### src/hw/rtl/pbg_pkg.sv
// phosphor ghosting blend: shared constants, register codes and decay tables
// no dependencies; used by the interfaces and every module of the block
`default_nettype none

package pbg_pkg;

  localparam int RGB_W      = 24;
  localparam int COL_W      = 10;
  localparam int ROW_W      = 8;
  localparam int RGB565_W   = 16;
  localparam int MASK_W     = 4;
  localparam int CHAN_W     = 8;
  localparam int NUMER_W    = 6;
  localparam int CFG_IDX_W  = 3;
  localparam int CFG_DATA_W = 10;
  localparam int STRENGTH_W = 2;
  localparam int SCAN_W     = 2;
  localparam int WIDTH_W    = 10;
  localparam int HEIGHT_W   = 8;

  localparam int MAX_WIDTH_DEF  = 640;
  localparam int MAX_HEIGHT_DEF = 200;

  localparam logic [WIDTH_W-1:0]  ACT_WIDTH_RST  = WIDTH_W'(640);
  localparam logic [HEIGHT_W-1:0] ACT_HEIGHT_RST = HEIGHT_W'(200);

  typedef enum logic [CFG_IDX_W-1:0] {
    CFG_STRENGTH = 3'd0,
    CFG_SCANLINE = 3'd1,
    CFG_TALL     = 3'd2,
    CFG_WIDTH    = 3'd3,
    CFG_HEIGHT   = 3'd4
  } cfg_reg_t;

  localparam logic [RGB_W-1:0] MASK_LIT    = 24'hFCFCFC;
  localparam logic [RGB_W-1:0] MASK_BRIGHT = 24'h808080;
  localparam logic [RGB_W-1:0] MASK_KNEE   = 24'h202020;

  // decay numerators in 64ths, indexed by strength
  localparam logic [NUMER_W-1:0] NUMER_BRIGHT [4] = '{6'd0, 6'd14, 6'd18, 6'd24};
  localparam logic [NUMER_W-1:0] NUMER_KNEE   [4] = '{6'd0, 6'd40, 6'd48, 6'd56};
  localparam logic [NUMER_W-1:0] NUMER_TAIL   [4] = '{6'd0, 6'd58, 6'd60, 6'd61};

  function automatic logic [NUMER_W-1:0] pick_numer(
    input logic [RGB_W-1:0]      hist,
    input logic [STRENGTH_W-1:0] strength
  );
    logic [NUMER_W-1:0] n;
    if ((hist & MASK_LIT) == '0) begin
      n = '0;
    end else if ((hist & MASK_BRIGHT) != '0) begin
      n = NUMER_BRIGHT[strength];
    end else if ((hist & MASK_KNEE) != '0) begin
      n = NUMER_KNEE[strength];
    end else begin
      n = NUMER_TAIL[strength];
    end
    return n;
  endfunction

endpackage

`default_nettype wire

### src/hw/rtl/pbg_decay.sv
// decay datapath: scales a history pixel by its numerator, max with new pixel
// depends on pbg_pkg for widths and the numerator tables
`default_nettype none

module pbg_decay (
  input  wire logic [pbg_pkg::RGB_W-1:0]      hist_rgb,
  input  wire logic [pbg_pkg::RGB_W-1:0]      pixel_rgb,
  input  wire logic [pbg_pkg::STRENGTH_W-1:0] strength,
  output      logic [pbg_pkg::RGB_W-1:0]      res_rgb
);

  localparam int CW = pbg_pkg::CHAN_W;
  localparam int NW = pbg_pkg::NUMER_W;

  logic [NW-1:0] numer;

  assign numer = pbg_pkg::pick_numer(hist_rgb, strength);

  always_comb begin
    logic [CW+NW-1:0] prod;
    logic [CW-1:0]    scaled;
    logic [CW-1:0]    fresh;
    res_rgb = '0;
    for (int k = 0; k < 3; k++) begin
      prod   = (CW+NW)'(hist_rgb[k*CW +: CW]) * (CW+NW)'(numer);
      scaled = prod[CW+NW-1:NW];
      fresh  = pixel_rgb[k*CW +: CW];
      res_rgb[k*CW +: CW] = (fresh > scaled) ? fresh : scaled;
    end
  end

endmodule

`default_nettype wire

### config.mk
export PLATFORM = sky130hd
export DESIGN_NAME = pbg_decay
export DESIGN_NICKNAME = d
export VERILOG_FILES = /design/src/hw/rtl/pbg_pkg.sv /design/src/hw/rtl/pbg_decay.sv
export SDC_FILE = /design/constraint.sdc
export NUM_CORES = 1
export LEC_CHECK = 0
export BUFFER_PORTS_ARGS = -buffer_cell sky130_fd_sc_hd__buf_2
export CAP_MARGIN = 20
export CORE_MARGIN = 1
export CORE_UTILIZATION = 39
export DETAILED_ROUTE_END_ITERATION = 8
export PLACE_DENSITY = 0.58
export SYNTH_ARGS = -nofsm -noshare
export SYNTH_HDL_FRONTEND = slang
export SYNTH_SLANG_ARGS = --single-unit
### constraint.sdc
create_clock -name vclk -period 10.8
set_input_delay 1.62 -clock vclk [all_inputs]
set_output_delay 1.62 -clock vclk [all_outputs]
set_load 0.02 [all_outputs]
==> results of run 1 <==
## critical path, delay by kind of cell
kind	cells	cell delay, ns
compound gates	10	2.73
fa+ha+maj	5	2.09
simple gates	4	1.31
buf+inv	6	0.78
xor+xnor	1	0.13
## routing by layer
layer	up-vias	global-route usage	part of all wire
met3	6	0.00415	0.028
met1	2130	0.253	0.47
li1	2237	-	-
met4	0	0.0194	0.0068
met2	84	0.349	0.49
met5	-	0	0
## synthesized netlist by cell type (9+ instances only)
library cell,n,area share
inv_1,108,0.079
nand2_1,59,0.043
fa_1,72,0.28
xnor2_1,9,0.015
xor2_1,10,0.017
clkbuf_1,13,0.0095
and2_1,52,0.064
nor2_1,11,0.0081
nor2b_1,45,0.055
and3_1,19,0.023
a21oi_1,13,0.013
ha_1,84,0.21
o21ai_0,22,0.022
a21o_1,18,0.026
## worst min-delay path by stage
stage,start,endpoint,slack (ns),cells past startpoint
after detailed placement,pixel_rgb[13],res_rgb[13],3.58,4
final,pixel_rgb[18],res_rgb[18],3.58,4
after CTS,pixel_rgb[18],res_rgb[18],3.58,4
after global routing,pixel_rgb[10],res_rgb[10],3.59,4
after global placement,pixel_rgb[1],res_rgb[1],3.58,4
after floorplan,pixel_rgb[15],res_rgb[15],3.39,2
## stage by stage
stage               hold slack (ns)  setup slack, ns  cell area, sq um  cells  power, mW
floorplan                      3.39             1.42              5150    638      0.447
global placement               3.58            0.564              5750    879      0.597
detailed placement             3.58            0.429              5750    879      0.603
CTS                            3.58            0.358              5750    879      0.609
global route                   3.59           0.0106              5770    881      0.687
finish                         3.58            0.504              5770    881      0.602
## layout make-up
cell class	instances	area (sq um)	share of cell area
inverters	108	405	0.0703
multi-input cells	516	4700	0.814
well taps	172	215	0.0373
repair buffers	85	453	0.0785
## where the power goes
group	switching, mW	total (mW)	internal (mW)
clock network	0	0	0
registers	0	0	0
logic	0.353	0.602	0.249
## cells by family after synthesis
logic type / Yosys count / share of synthesized area
AO/OA/AOI/OAI: 95 / 0.126
AND/OR/NAND/NOR: 232 / 0.253
adder cells (fa/ha/maj): 156 / 0.487
XOR/XNOR: 19 / 0.0325
buffers and inverters: 122 / 0.0902
other: 1 / 0.000733
multiplexers: 5 / 0.0105
## what timing repair did
action,CTS,global route
hold buffers,0,0
setup buffers,0,2
endpoints found under the setup margin,0,13
gates resized for setup,0,1
==> impl_metrics.env, run 1 <==
export IMPL_grt_max_degree=18
export IMPL_grt_pass1_wl_um=20800
export IMPL_end_kind="output pin"
export IMPL_overflow=0
export IMPL_dieArea_sq_um=13600
export IMPL_ant_nets=0
export IMPL_core_sq_um=12700
export IMPL_avgSynthCellArea_sq_um=8.12
export IMPL_ios=74
export IMPL_layout_commonest_cell="inv_1"
export IMPL_port_buffer_count=74
export IMPL_hold_class="primary input to output pin"
export IMPL_cp_data_required_time_ns=9.18
export IMPL_start_util=0.402
export IMPL_worstPathArrival_ns=8.68
export IMPL_drc=0
export IMPL_setup_viol=0
export IMPL_drt_iter0_drc=132
export IMPL_routed_via_count=4457
export IMPL_power_leakage_nw=3.17
export IMPL_nClkBuffers=0
export IMPL_min_period_ns=10.30
export IMPL_die_y_um=117
export IMPL_first_pass_iters=4
export IMPL_final_cell_mix="inv_1, ha_1, buf_2, fa_1, nand2_1"
export IMPL_dieWidth_um=117
export IMPL_status="finished clean"
export IMPL_hold_viol_final=0
export IMPL_drv_slew=0
export IMPL_crit_slowest_cell="and3_1"
export IMPL_grt_setup_unrepaired="no"
export IMPL_crit_end="res_rgb[22]"
export IMPL_antenna_found_initial=0
export IMPL_relSlewSlack=0.471
export IMPL_track_usage=0.189
export IMPL_critPathKind="primary input to output pin"
export IMPL_syn_to_final_growth_pct=12.7
export IMPL_placement_rows=41
export IMPL_gp_congestion=0.831
export IMPL_cpPeakStageDelay_ns=0.52
export IMPL_ys_warn_count=0
export IMPL_grt_pass1_vias=4489
export IMPL_n_antenna_cell=0
export IMPL_final_nets=917
export IMPL_cap_viol_max_count=0
export IMPL_via_per_inst=5.06
export IMPL_synth_distinct_cells=52
export IMPL_worstMarginPinSlew_ns=0.790
export IMPL_ys_seq_area_frac=0
export IMPL_post_drt_wl_per_cell_um=13.7
export IMPL_regArea_sq_um=0
export IMPL_tns_ns=0
export IMPL_hpwl_um=10400
export IMPL_start_kind="primary input"
export IMPL_drive_above_1_share=0.141
export IMPL_n_fill_cell=1333
export IMPL_critPathMaxFanout=17
export IMPL_synthCells=630
export IMPL_fmax_ghz=0.0971
export IMPL_power_density_nw_per_um2=104
export IMPL_utilization=0.454
export IMPL_ir_worst_vdd_v=0.0000863
export IMPL_seq_cells=0
export IMPL_critPathLaunch="hist_rgb[20]"
export IMPL_min_period_over_period=0.953
export IMPL_syn_area_sq_um=5120
export IMPL_drt_total_wl_um=12100
(Power assumes the default switching activity.)
==> run 2, diff against run 1 <==
--- a/config.mk
+++ b/config.mk
@@ -11,6 +11,7 @@
 export CORE_UTILIZATION = 39
 export DETAILED_ROUTE_END_ITERATION = 8
 export PLACE_DENSITY = 0.58
+export RECOVER_POWER = 100
 export SYNTH_ARGS = -nofsm -noshare
 export SYNTH_HDL_FRONTEND = slang
 export SYNTH_SLANG_ARGS = --single-unit
==> run 2 against run 1 <==
Core utilization decreased by 0.17 points. Sequential cell count is the same. Combinational power is 0.8% lower. Worst setup slack worse by 0.0013 ns. Final cell count stayed put. Largest cell class unchanged.
==> impl_metrics.env, run 2 (same netlist as run 1, synthesis figures left out) <==
export IMPL_hold_slack_ns=3.58
export IMPL_die_y_um=117
export IMPL_setup_viol=0
export IMPL_nClkBuffers=0
export IMPL_power_leakage_nw=3.13
export IMPL_overflow=0
export IMPL_track_usage=0.189
export IMPL_via_per_inst=5.08
export IMPL_final_cell_area_sq_um=5750
export IMPL_drv_slew=0
export IMPL_n_antenna_cell=0
export IMPL_ios=74
export IMPL_antenna_found_initial=0
export IMPL_ir_worst_vdd_v=0.0000862
export IMPL_layout_commonest_cell="inv_1"
export IMPL_routed_via_count=4475
export IMPL_first_pass_iters=4
export IMPL_tns_ns=0
export IMPL_post_drt_wl_per_cell_um=13.8
export IMPL_port_buffer_count=74
export IMPL_regArea_sq_um=0
export IMPL_drive_above_1_share=0.120
export IMPL_postPlaceCellArea_sq_um=5750
export IMPL_critPathMaxFanout=17
export IMPL_gp_congestion=0.831
export IMPL_seq_cells=0
export IMPL_place_inst=879
export IMPL_ant_nets=0
export IMPL_hold_class="primary input to output pin"
export IMPL_dieWidth_um=117
export IMPL_grt_setup_unrepaired="no"
export IMPL_grt_max_degree=18
export IMPL_power_density_nw_per_um2=104
export IMPL_worstPathArrival_ns=8.68
export IMPL_drt_iter0_drc=152
export IMPL_grt_pass1_wl_um=20800
export IMPL_worstMarginPinSlew_ns=0.801
export IMPL_core_sq_um=12700
export IMPL_hold_viol_final=0
export IMPL_drc=0
export IMPL_cpPeakStageDelay_ns=0.52
export IMPL_cap_viol_max_count=0
export IMPL_crit_slowest_cell="and3_1"
export IMPL_status="finished clean"
export IMPL_n_fill_cell=1346
export IMPL_multiInputGateArea_sq_um=4690
export IMPL_start_kind="primary input"
export IMPL_drt_total_wl_um=12100
export IMPL_hpwl_um=10400
export IMPL_min_period_ns=10.30
export IMPL_postCtsHoldBufs=0
export IMPL_cp_data_required_time_ns=9.18
export IMPL_fmax_ghz=0.0971
export IMPL_fin_cells=881
export IMPL_critPathKind="primary input to output pin"
export IMPL_min_period_over_period=0.953
export IMPL_final_cell_mix="inv_1, ha_1, fa_1, nand2_1, buf_2"
export IMPL_placement_rows=41
export IMPL_final_nets=917
export IMPL_holdPathStages=4
export IMPL_syn_to_final_growth_pct=12.3
export IMPL_start_util=0.402
export IMPL_utilization=0.452
export IMPL_dieArea_sq_um=13600
export IMPL_end_kind="output pin"
export IMPL_relSlewSlack=0.464
export IMPL_grt_pass1_vias=4489
## run 2: cell count changes in the layout (fill, tap and decap cells not counted)
cell      previous run  this run
a21oi_1             13        14
clkbuf_1             0        14
buf_2               74        56
a21oi_2              1         0
clkbuf_2             0         4
## run 2: routing by layer
layer | global-route usage | part of all wire | vias up
met4 | 0.0194 | 0.0068 | 0
met1 | 0.253 | 0.48 | 2141
li1 | - | - | 2242
met2 | 0.349 | 0.49 | 86
met5 | 0 | 0 | -
met3 | 0.00415 | 0.025 | 6
## run 2: power by group
part	total (mW)	switching, mW	leakage [nW]	internal, mW
combinational	0.597	0.354	3.13	0.243
sequential	0	0	0	0
clock	0	0	0	0
## run 2: final timing paths
path	startpoint	end	slack, ns
hold / removal	pixel_rgb[10]	res_rgb[10]	3.58
setup / recovery	hist_rgb[20]	res_rgb[22]	0.50
## run 2: repair_timing
item / CTS / global route
hold endpoints to repair: 0 / 0
buffers inserted: 0 / 2
gates resized for setup: 0 / 1
setup endpoints to repair: 0 / 13
## run 2: area by class of cell
type                            instances  area share
Multi-Input combinational cell        516       0.816
Tap cell                              172      0.0374
Inverter                              108      0.0705
Timing Repair Buffer                   85      0.0757
## run 2: metrics by stage
stage	power [mW]	setup slack (ns)
after floorplan	0.447	1.42
after global placement	0.597	0.564
after detailed placement	0.603	0.429
after CTS	0.609	0.358
after global routing	0.682	0.0230
final	0.597	0.503
## run 2: critical path, delay by kind of cell
family                   cells  cell delay (ns)
AO/OA/AOI/OAI               10             2.73
XOR/XNOR                     1             0.13
adder cells (fa/ha/maj)      5             2.09
buffers and inverters        6             0.78
AND/OR/NAND/NOR              4             1.31
